===== config.mk =====
export PLATFORM = sky130hd
export DESIGN_NAME = concurrency_limited_request_queue_top_flat
export DESIGN_NICKNAME = d
export VERILOG_FILES = /design/src/hw/rtl/clrq_pkg.sv /design/src/hw/rtl/clrq_if.sv /design/src/hw/rtl/concurrency_limited_request_queue_top.sv /design/src/hw/rtl/clrq_ctrl.sv /design/src/hw/rtl/clrq_datapath.sv /design/src/flat_wrapper.sv
export SDC_FILE = /design/constraint.sdc
export NUM_CORES = 1
export LEC_CHECK = 0
export BUFFER_PORTS_ARGS = -buffer_cell sky130_fd_sc_hd__buf_2
export CAP_MARGIN = 0
export CORE_MARGIN = 3
export CORE_UTILIZATION = 60
export CTS_BUF_LIST = sky130_fd_sc_hd__clkbuf_4
export DETAILED_ROUTE_END_ITERATION = 10
export GPL_ROUTABILITY_DRIVEN = 0
export PLACE_DENSITY_LB_ADDON = 0.12
export SYNTH_ARGS = -nofsm -noshare
export SYNTH_HDL_FRONTEND = slang
export SYNTH_HIERARCHICAL = 1
export SYNTH_SLANG_ARGS = --single-unit
export TNS_END_PERCENT = 30

===== constraint.sdc =====
create_clock -name clk -period 7.7 [get_ports clk]
set_input_delay 1.54 -clock clk [delete_from_list [all_inputs] [get_ports clk]]
set_output_delay 1.54 -clock clk [all_outputs]
set_load 0.05 [all_outputs]

===== src/hw/rtl/clrq_pkg.sv =====
`default_nettype none
package clrq_pkg;

  localparam int NUM_IDS = 32;
  localparam int ID_W    = 5;
  localparam int CNT_W   = 6;
  localparam int RES_W   = 3;
  localparam int CMD_W   = 2;
  localparam int GUARD_W = $clog2(NUM_IDS + 1);

  localparam logic [CNT_W-1:0] MAX_ACTIVE_RST = CNT_W'(16);

  localparam logic [CMD_W-1:0] CMD_ACTIVATE = 2'd0;
  localparam logic [CMD_W-1:0] CMD_COMPLETE = 2'd1;
  localparam logic [CMD_W-1:0] CMD_CANCEL   = 2'd2;
  localparam logic [CMD_W-1:0] CMD_NONE     = 2'd3;

  localparam logic [RES_W-1:0] RES_ISSUED   = 3'd0;
  localparam logic [RES_W-1:0] RES_FAILED   = 3'd1;
  localparam logic [RES_W-1:0] RES_QUEUED   = 3'd2;
  localparam logic [RES_W-1:0] RES_FREED    = 3'd3;
  localparam logic [RES_W-1:0] RES_UNQUEUED = 3'd4;
  localparam logic [RES_W-1:0] RES_IGNORED  = 3'd5;

  localparam logic REG_MAX_ACTIVE = 1'b0;
  localparam logic REG_ONLINE     = 1'b1;

  typedef enum logic [2:0] {
    DEC_IGNORE,
    DEC_QUEUE,
    DEC_ISSUE,
    DEC_FREE,
    DEC_UNQUEUE
  } dec_kind_t;

  typedef struct packed {
    dec_kind_t kind;
    logic      pend_empty;
    logic      out_free;
    logic      online;
    logic      guard_done;
  } dp_status_t;

  typedef struct packed {
    logic load;
    logic decode;
    logic promote;
    logic unlink;
    logic unq_emit;
    logic act;
  } dp_cmd_t;

  function automatic logic [ID_W-1:0] safe_idx(input logic [ID_W-1:0] i);
    return (CNT_W'(i) < CNT_W'(NUM_IDS)) ? i : '0;
  endfunction

endpackage
`default_nettype wire


===== src/hw/rtl/clrq_if.sv =====
`default_nettype none
interface clrq_req_if;
  logic                        valid;
  logic                        ready;
  logic [clrq_pkg::CMD_W-1:0]  cmd;
  logic [clrq_pkg::ID_W-1:0]   req_id;

  modport source (output valid, output cmd, output req_id, input ready);
  modport sink (input valid, input cmd, input req_id, output ready);
endinterface

interface clrq_evt_if;
  logic                        valid;
  logic                        ready;
  logic [clrq_pkg::RES_W-1:0]  event_res;
  logic [clrq_pkg::ID_W-1:0]   event_id;
  logic [clrq_pkg::CNT_W-1:0]  active_count;
  logic                        last;

  modport source (output valid, output event_res, output event_id, output active_count,
                  output last, input ready);
  modport sink (input valid, input event_res, input event_id, input active_count,
                input last, output ready);
endinterface
`default_nettype wire


===== src/hw/rtl/concurrency_limited_request_queue_top.sv =====
// Flow: a word is taken in the idle state and decoded in the decode state, where its first
// result is registered; an activation that is issued or fails adds the activation step.
// A new word is taken only in the idle state, after the last one is through; an unqueued
// word adds the unlink step, and each id promoted from the pending list adds the head read,
// unlink and activate steps; a result held by the receiver delays the step that emits the next one.
// Reset: synchronous rst clears all flags, the pending list and the counters, and sets
// max_active to 16 and online to 1; the link memories are not cleared.
`default_nettype none
module concurrency_limited_request_queue_top (
  input  wire logic                       clk,
  input  wire logic                       rst,
  input  wire logic                       wr_en,
  input  wire logic                       wr_index,
  input  wire logic [clrq_pkg::CNT_W-1:0] wr_data,
  clrq_req_if.sink                        req,
  clrq_evt_if.source                      evt
);

  clrq_pkg::dp_status_t sts;
  clrq_pkg::dp_cmd_t    ctl;

  clrq_ctrl u_ctrl (
    .clk      (clk),
    .rst      (rst),
    .in_valid (req.valid),
    .in_ready (req.ready),
    .sts      (sts),
    .ctl      (ctl)
  );

  clrq_datapath u_datapath (
    .clk       (clk),
    .rst       (rst),
    .wr_en     (wr_en),
    .wr_index  (wr_index),
    .wr_data   (wr_data),
    .in_cmd    (req.cmd),
    .in_req_id (req.req_id),
    .ctl       (ctl),
    .sts       (sts),
    .out_valid (evt.valid),
    .out_ready (evt.ready),
    .out_res   (evt.event_res),
    .out_id    (evt.event_id),
    .out_count (evt.active_count),
    .out_last  (evt.last)
  );

endmodule
`default_nettype wire


===== src/hw/rtl/clrq_ctrl.sv =====
`default_nettype none
module clrq_ctrl (
  input  wire logic                 clk,
  input  wire logic                 rst,
  input  wire logic                 in_valid,
  output logic                      in_ready,
  input  wire clrq_pkg::dp_status_t sts,
  output clrq_pkg::dp_cmd_t         ctl
);

  typedef enum logic [5:0] {
    ST_IDLE   = 6'b000001,
    ST_DECODE = 6'b000010,
    ST_PROMO  = 6'b000100,
    ST_UNL_P  = 6'b001000,
    ST_UNL_C  = 6'b010000,
    ST_ACT    = 6'b100000
  } state_t;

  state_t state;
  state_t state_next;

  always_ff @(posedge clk) begin
    if (rst) begin
      state <= ST_IDLE;
    end else begin
      state <= state_next;
    end
  end

  always_comb begin
    state_next = state;
    ctl        = '0;
    in_ready   = 1'b0;
    case (state)
      ST_IDLE: begin
        in_ready = 1'b1;
        if (in_valid) begin
          ctl.load   = 1'b1;
          state_next = ST_DECODE;
        end
      end
      ST_DECODE: begin
        if (sts.out_free) begin
          ctl.decode = 1'b1;
          case (sts.kind)
            clrq_pkg::DEC_ISSUE:   state_next = ST_ACT;
            clrq_pkg::DEC_FREE:    state_next = sts.pend_empty ? ST_IDLE : ST_PROMO;
            clrq_pkg::DEC_UNQUEUE: state_next = ST_UNL_C;
            default:               state_next = ST_IDLE;
          endcase
        end
      end
      ST_PROMO: begin
        ctl.promote = 1'b1;
        state_next  = ST_UNL_P;
      end
      ST_UNL_P: begin
        ctl.unlink = 1'b1;
        state_next = ST_ACT;
      end
      ST_UNL_C: begin
        if (sts.out_free) begin
          ctl.unlink   = 1'b1;
          ctl.unq_emit = 1'b1;
          state_next   = ST_IDLE;
        end
      end
      ST_ACT: begin
        if (sts.out_free) begin
          ctl.act = 1'b1;
          if (sts.online || sts.guard_done) begin
            state_next = ST_IDLE;
          end else begin
            state_next = ST_PROMO;
          end
        end
      end
      default: begin
        state_next = ST_IDLE;
      end
    endcase
  end

endmodule
`default_nettype wire


===== src/hw/rtl/clrq_datapath.sv =====
`default_nettype none
module clrq_datapath (
  input  wire logic                        clk,
  input  wire logic                        rst,
  input  wire logic                        wr_en,
  input  wire logic                        wr_index,
  input  wire logic [clrq_pkg::CNT_W-1:0]  wr_data,
  input  wire logic [clrq_pkg::CMD_W-1:0]  in_cmd,
  input  wire logic [clrq_pkg::ID_W-1:0]   in_req_id,
  input  wire clrq_pkg::dp_cmd_t           ctl,
  output clrq_pkg::dp_status_t             sts,
  output logic                             out_valid,
  input  wire logic                        out_ready,
  output logic [clrq_pkg::RES_W-1:0]       out_res,
  output logic [clrq_pkg::ID_W-1:0]        out_id,
  output logic [clrq_pkg::CNT_W-1:0]       out_count,
  output logic                             out_last
);

  localparam int N    = clrq_pkg::NUM_IDS;
  localparam int IW   = clrq_pkg::ID_W;
  localparam int CW   = clrq_pkg::CNT_W;
  localparam int GW   = clrq_pkg::GUARD_W;

  logic [clrq_pkg::CMD_W-1:0] cur_cmd;
  logic [IW-1:0]              cur_id;
  logic [N-1:0]               act_flags;
  logic [N-1:0]               pend_flags;
  logic [IW-1:0]              head;
  logic [IW-1:0]              tail;
  logic [CW-1:0]              active_total;
  logic [CW-1:0]              pending_total;
  logic [CW-1:0]              max_active;
  logic                       online;
  logic [GW-1:0]              guard;

  logic [IW-1:0] next_mem [N];
  logic [IW-1:0] prev_mem [N];
  logic [IW-1:0] next_rd;
  logic [IW-1:0] prev_rd;
  logic [IW-1:0] rd_addr;

  logic          next_we;
  logic [IW-1:0] next_wa;
  logic [IW-1:0] next_wd;
  logic          prev_we;
  logic [IW-1:0] prev_wa;
  logic [IW-1:0] prev_wd;

  logic          emit;
  logic [clrq_pkg::RES_W-1:0] emit_res;
  logic [CW-1:0] emit_count;
  logic          emit_last;

  logic [IW-1:0] idx;
  logic          id_bad;
  logic [IW-1:0] nx;
  logic [IW-1:0] pv;
  logic          is_head;
  logic          is_tail;
  logic [CW-1:0] pend_after;
  logic          pend_empty;
  logic          guard_done;
  clrq_pkg::dec_kind_t kind;

  assign idx        = clrq_pkg::safe_idx(cur_id);
  assign id_bad     = CW'(cur_id) >= CW'(N);
  assign nx         = clrq_pkg::safe_idx(next_rd);
  assign pv         = clrq_pkg::safe_idx(prev_rd);
  assign is_head    = cur_id == head;
  assign is_tail    = cur_id == tail;
  assign pend_after = pending_total - CW'(1);
  assign pend_empty = pending_total == '0;
  assign guard_done = pend_empty || (CW'(guard) >= CW'(N));
  assign rd_addr    = ctl.promote ? clrq_pkg::safe_idx(head) : idx;

  always_comb begin
    if (id_bad || cur_cmd == clrq_pkg::CMD_NONE) begin
      kind = clrq_pkg::DEC_IGNORE;
    end else if (cur_cmd == clrq_pkg::CMD_ACTIVATE) begin
      if (act_flags[idx] || pend_flags[idx]) begin
        kind = clrq_pkg::DEC_IGNORE;
      end else if (active_total >= max_active) begin
        kind = clrq_pkg::DEC_QUEUE;
      end else begin
        kind = clrq_pkg::DEC_ISSUE;
      end
    end else if (act_flags[idx]) begin
      kind = clrq_pkg::DEC_FREE;
    end else if (cur_cmd == clrq_pkg::CMD_CANCEL && pend_flags[idx]) begin
      kind = clrq_pkg::DEC_UNQUEUE;
    end else begin
      kind = clrq_pkg::DEC_IGNORE;
    end
  end

  assign sts.kind       = kind;
  assign sts.pend_empty = pend_empty;
  assign sts.out_free   = !out_valid || out_ready;
  assign sts.online     = online;
  assign sts.guard_done = guard_done;

  always_comb begin
    emit       = 1'b0;
    emit_res   = clrq_pkg::RES_IGNORED;
    emit_count = active_total;
    emit_last  = 1'b1;
    next_we    = 1'b0;
    next_wa    = clrq_pkg::safe_idx(tail);
    next_wd    = cur_id;
    prev_we    = 1'b0;
    prev_wa    = idx;
    prev_wd    = tail;
    if (ctl.decode) begin
      case (kind)
        clrq_pkg::DEC_IGNORE: begin
          emit = 1'b1;
        end
        clrq_pkg::DEC_QUEUE: begin
          emit     = 1'b1;
          emit_res = clrq_pkg::RES_QUEUED;
          next_we  = !pend_empty;
          prev_we  = !pend_empty;
        end
        clrq_pkg::DEC_FREE: begin
          emit       = 1'b1;
          emit_res   = clrq_pkg::RES_FREED;
          emit_count = active_total - CW'(1);
          emit_last  = pend_empty;
        end
        default: begin
          emit = 1'b0;
        end
      endcase
    end
    if (ctl.unlink && pend_after != '0) begin
      next_we = !is_head;
      next_wa = pv;
      next_wd = nx;
      prev_we = !is_tail;
      prev_wa = nx;
      prev_wd = pv;
    end
    if (ctl.unq_emit) begin
      emit     = 1'b1;
      emit_res = clrq_pkg::RES_UNQUEUED;
    end
    if (ctl.act) begin
      emit = 1'b1;
      if (online) begin
        emit_res   = clrq_pkg::RES_ISSUED;
        emit_count = active_total + CW'(1);
      end else begin
        emit_res  = clrq_pkg::RES_FAILED;
        emit_last = guard_done;
      end
    end
  end

  always_ff @(posedge clk) begin
    if (next_we) begin
      next_mem[next_wa] <= next_wd;
    end
    if (prev_we) begin
      prev_mem[prev_wa] <= prev_wd;
    end
    next_rd <= next_mem[rd_addr];
    prev_rd <= prev_mem[rd_addr];
  end

  always_ff @(posedge clk) begin
    if (ctl.load) begin
      cur_cmd <= in_cmd;
      cur_id  <= in_req_id;
    end else if (ctl.promote) begin
      cur_id <= clrq_pkg::safe_idx(head);
    end
    if (emit) begin
      out_res   <= emit_res;
      out_id    <= cur_id;
      out_count <= emit_count;
      out_last  <= emit_last;
    end
  end

  always_ff @(posedge clk) begin
    if (rst) begin
      act_flags     <= '0;
      pend_flags    <= '0;
      head          <= '0;
      tail          <= '0;
      active_total  <= '0;
      pending_total <= '0;
      max_active    <= clrq_pkg::MAX_ACTIVE_RST;
      online        <= 1'b1;
      guard         <= '0;
      out_valid     <= 1'b0;
    end else begin
      if (wr_en) begin
        case (wr_index)
          clrq_pkg::REG_MAX_ACTIVE: max_active <= wr_data;
          clrq_pkg::REG_ONLINE:     online     <= wr_data[0];
          default:                  online     <= online;
        endcase
      end
      if (emit) begin
        out_valid <= 1'b1;
      end else if (out_ready) begin
        out_valid <= 1'b0;
      end
      if (ctl.decode) begin
        guard <= '0;
        case (kind)
          clrq_pkg::DEC_QUEUE: begin
            if (pend_empty) begin
              head <= cur_id;
            end
            tail            <= cur_id;
            pend_flags[idx] <= 1'b1;
            pending_total   <= pending_total + CW'(1);
          end
          clrq_pkg::DEC_FREE: begin
            act_flags[idx] <= 1'b0;
            active_total   <= active_total - CW'(1);
          end
          default: begin
            guard <= '0;
          end
        endcase
      end
      if (ctl.unlink) begin
        pend_flags[idx] <= 1'b0;
        pending_total   <= pend_after;
        if (pend_after == '0) begin
          head <= '0;
          tail <= '0;
        end else begin
          if (is_head) begin
            head <= nx;
          end
          if (is_tail) begin
            tail <= pv;
          end
        end
      end
      if (ctl.act) begin
        if (online) begin
          act_flags[idx] <= 1'b1;
          active_total   <= active_total + CW'(1);
        end else if (!guard_done) begin
          guard <= guard + GW'(1);
        end
      end
    end
  end

endmodule
`default_nettype wire


===== src/flat_wrapper.sv =====
// flat-port wrapper written by rule: the top's interface ports become plain ports
module concurrency_limited_request_queue_top_flat 
  (clk, rst, wr_en, wr_index, wr_data, req_valid, req_cmd, req_req_id, req_ready, evt_valid, evt_event_res, evt_event_id, evt_active_count, evt_last, evt_ready);
  clrq_req_if req_i ();
  clrq_evt_if evt_i ();
  input  wire logic clk;
  input  wire logic rst;
  input  wire logic wr_en;
  input  wire logic wr_index;
  input  wire logic [clrq_pkg::CNT_W-1:0] wr_data;
  input wire logic [$bits(req_i.valid)-1:0] req_valid;
  input wire logic [$bits(req_i.cmd)-1:0] req_cmd;
  input wire logic [$bits(req_i.req_id)-1:0] req_req_id;
  output wire logic [$bits(req_i.ready)-1:0] req_ready;
  output wire logic [$bits(evt_i.valid)-1:0] evt_valid;
  output wire logic [$bits(evt_i.event_res)-1:0] evt_event_res;
  output wire logic [$bits(evt_i.event_id)-1:0] evt_event_id;
  output wire logic [$bits(evt_i.active_count)-1:0] evt_active_count;
  output wire logic [$bits(evt_i.last)-1:0] evt_last;
  input wire logic [$bits(evt_i.ready)-1:0] evt_ready;
  assign req_i.valid = req_valid;
  assign req_i.cmd = req_cmd;
  assign req_i.req_id = req_req_id;
  assign req_ready = req_i.ready;
  assign evt_valid = evt_i.valid;
  assign evt_event_res = evt_i.event_res;
  assign evt_event_id = evt_i.event_id;
  assign evt_active_count = evt_i.active_count;
  assign evt_last = evt_i.last;
  assign evt_i.ready = evt_ready;
  concurrency_limited_request_queue_top u_core (.clk(clk), .rst(rst), .wr_en(wr_en), .wr_index(wr_index), .wr_data(wr_data), .req(req_i), .evt(evt_i));
endmodule

==> impl_metrics.py <==
metrics = {
    "outcome": {
        "status": "finished, final reports clean",
    },
    "layout": {
        "area_growth_pct": 9.00,
        "drive_above_1_share_pct": 12.8,
        "fillerInstances": 2627,
        "nets": 2010,
    },
    "sta": {
        "clock-skew-final_ps": 54.1,
        "slew_viol_final": 0,
        "rsz0062_at_grt": "no",
        "relSlewSlack_pct": 18.0,
        "fin_crit_ps": 4920,
        "timing.fmax_mhz": 203,
        "tns_ps": 0,
        "finalCritPeriodShare_pct": 63.8,
        "hold_viol": 0,
        "tightestPinTransition_ps": 1230,
        "fin_ws_ps": 2780,
        "setup_viol": 0,
    },
    "critical_path": {
        "r2r-end": "u_core/u_datapath/prev_mem[7][0]",
        "reg2regPathDepth": 8,
        "crit_required_ps": 8130,
        "critPathKind": "input pin to register",
        "cpPeakStageDelay_ps": 860,
        "arrival_ps": 5340,
        "path_common_cell": "nand2b_1",
        "end_kind": "register",
        "crit_chain": "buf_2 > nand2b_1 > and4_2 > nand2b_1 > buf_4 > inv_1 > a21o_1 > nand3_1 > o31ai_1 > nand2_1 > nor2_1",
        "cp_slowest_cell": "o31ai_1",
        "worstPathMaxFanout": 39,
        "rr_startpoint": "u_core/u_datapath/cur_id[1]",
        "startpoint": "evt_ready",
        "rrSetupSlack_ps": 2860,
        "start_kind": "input pin",
    },
    "routing": {
        "drtIter0Drc": 1677,
        "ant_nets": 0,
        "drt_first_pass_iters": 6,
        "totalWireLength_um": 50400,
        "avgViaCountPerCell": 6.11,
        "vias": 15300,
        "drc": 0,
        "wire_per_inst_um": 20.1,
    },
    "die": {
        "die_x_um": 191,
        "fp.coreArea_mm2": 0.0336,
        "dieArea_mm2": 0.0364,
        "start_util_pct": 60.9,
        "fp.dieH_um": 191,
        "core.rowCount": 67,
        "io_pins": 36,
    },
    "min_path": {
        "min_to": "u_core/u_datapath/act_flags[23]",
        "holdPathStages": 2,
        "hold_start": "u_core/u_datapath/act_flags[23]",
        "hold_path.class": "register to register",
    },
    "yosys": {
        "syn_area_per_cell_um2": 10.6,
        "synthArstFlopShare_pct": 0,
        "synthCells": 1937,
        "synth-seq-cells": 458,
        "ys_top_cells_by_area": "edfxtp_1 (49%), dfxtp_1 (12%), nand2_1 (8.5%), a311oi_1 (2.7%), mux2i_1 (2.6%)",
        "synth_top_flop_cell": "edfxtp_1",
        "ys_types": 71,
        "yosysTopAreaCellShare_pct": 49.4,
        "synth_commonest_cells": "nand2_1 (463), edfxtp_1 (337), nor2_1 (134), dfxtp_1 (121), nand3_1 (107)",
        "syn_nets": 1969,
        "synthesis.area_mm2": 0.0205,
        "synth_edf_count": 337,
        "synth-seq-area-share_pct": 61.3,
        "yosysWarnings": 6,
        "synth_largest_area_cell": "edfxtp_1",
        "synth.most_common_cell": "nand2_1",
    },
    "global_route": {
        "antenna_found_initial": 1,
        "grt_max_degree": 161,
        "grt_usage_pct": 27.8,
        "overflow": 0,
        "grt_pass1_wl_um": 79200,
        "grt_pass1_vias": 14700,
    },
    "job": {
        "maxCapViolations": 0,
    },
    "clock_network": {
        "cts_buffers": 113,
        "clk_latency_ps": 800,
        "cts_setup_buffers": 0,
        "cts_buffer_depth": 3,
        "clock_sinks": 458,
        "cts_tree": "built",
        "path_clk_slew_ps": 70,
        "hold_buffers": 0,
        "htree_levels": 3,
        "cts_root_buf": "clkbuf_4",
        "post_cts_resize_count": 0,
    },
    "power": {
        "ir_worst_vdd_uv": 200,
        "power_per_cell_area_mw_per_mm2": 294,
        "power.leakage_uw": 0.00776,
    },
    "placement": {
        "dp_slack_ps": 2010,
        "portBuffers": 35,
        "dpl.hpwl_um": 30100,
    },
}
[cell families after synthesis]
| group | after synthesis | synth area share [%] |
|---|---|---|
| buffers and inverters | 168 | 3.42 |
| adders and majority gates | 13 | 0.795 |
| AOI/OAI and AO/OA | 354 | 11.8 |
| xor gates and xnor gates | 20 | 0.856 |
| DFF | 458 | 61.3 |
| and+or+nand+nor | 865 | 18.9 |
| muxes | 59 | 2.92 |
[registers in the layout (all words and copies together) (netlist names), 32 cells and up]
| signal | cells |
|---|---|
| u_core/u_datapath/pend_flags | 32 |
| u_core/u_datapath/prev_mem | 160 |
| u_core/u_datapath/act_flags | 32 |
| u_core/u_datapath/next_mem | 160 |
[area by class of cell]
type | count | area (um2) | area share, %
Multi-Input combinational cell | 1311 | 7360 | 33.0
Sequential cell | 458 | 12500 | 56.2
Inverter | 34 | 128 | 0.572
Clock buffer | 152 | 1140 | 5.11
Antenna cell | 2 | 5.00 | 0.0224
Clock inverter | 46 | 196 | 0.881
Tap cell | 448 | 561 | 2.51
Timing Repair Buffer | 60 | 375 | 1.68
[worst max-delay path: cells and delay by family]
kind	cells	cell delay (ps)
compound gates	2	1580
simple gates	6	1640
buf+inv	3	580
[through the flow]
step | instances | total power (uW) | hold slack [ps] | utilization (%) | cell area [um2]
5_1_grt | 2511 | 6880 | 481 | 66.4 | 22300
3_3_place_gp | 2311 | 4670 | 450 | 62.4 | 21000
6_report | 2511 | 6560 | 469 | 66.4 | 22300
3_5_place_dp | 2311 | 4690 | 459 | 62.4 | 21000
4_1_cts | 2509 | 6570 | 469 | 66.3 | 22300
2_1_floorplan | 1937 | 4130 | 403 | - | 20500
[power by group]
group	switching, uW	internal, uW
registers	101	2780
logic	1280	523
clock network	961	918
[worst max path at each step]
stage | slack (ps) | endpoint | depth (start not counted)
floorplan | 3070 | u_core/u_datapath/next_mem[0][2] | 8
global route | 2540 | u_core/u_datapath/prev_mem[15][3] | 11
CTS | 2830 | u_core/u_datapath/prev_mem[7][2] | 11
detailed placement | 2010 | u_core/u_datapath/prev_mem[7][0] | 11
finish | 2780 | u_core/u_datapath/prev_mem[7][0] | 11
global placement | 2150 | u_core/u_datapath/prev_mem[18][0] | 11
[placed cells by master, fill, tap and decap left out, types with 35 or more instances in the layout]
cell / instances
a211oi_1: 42
a21oi_1: 87
a311oi_1: 63
and3_1: 46
buf_2: 35
clkbuf_4: 152
dfxtp_1: 120
edfxtp_1: 337
mux2i_1: 49
nand2_1: 463
nand3_1: 107
nor2_1: 134
[routing by layer]
metal | part of all wire, % | track usage [%] | wire (um)
met1 | 41 | 37.5 | 20900
met2 | 49 | 45.2 | 24400
met3 | 7.5 | 5.06 | 3770
met4 | 2.5 | 10.6 | 1260
met5 | 0 | 0 | 0
Note: power is estimated with default switching activity, not from simulation.
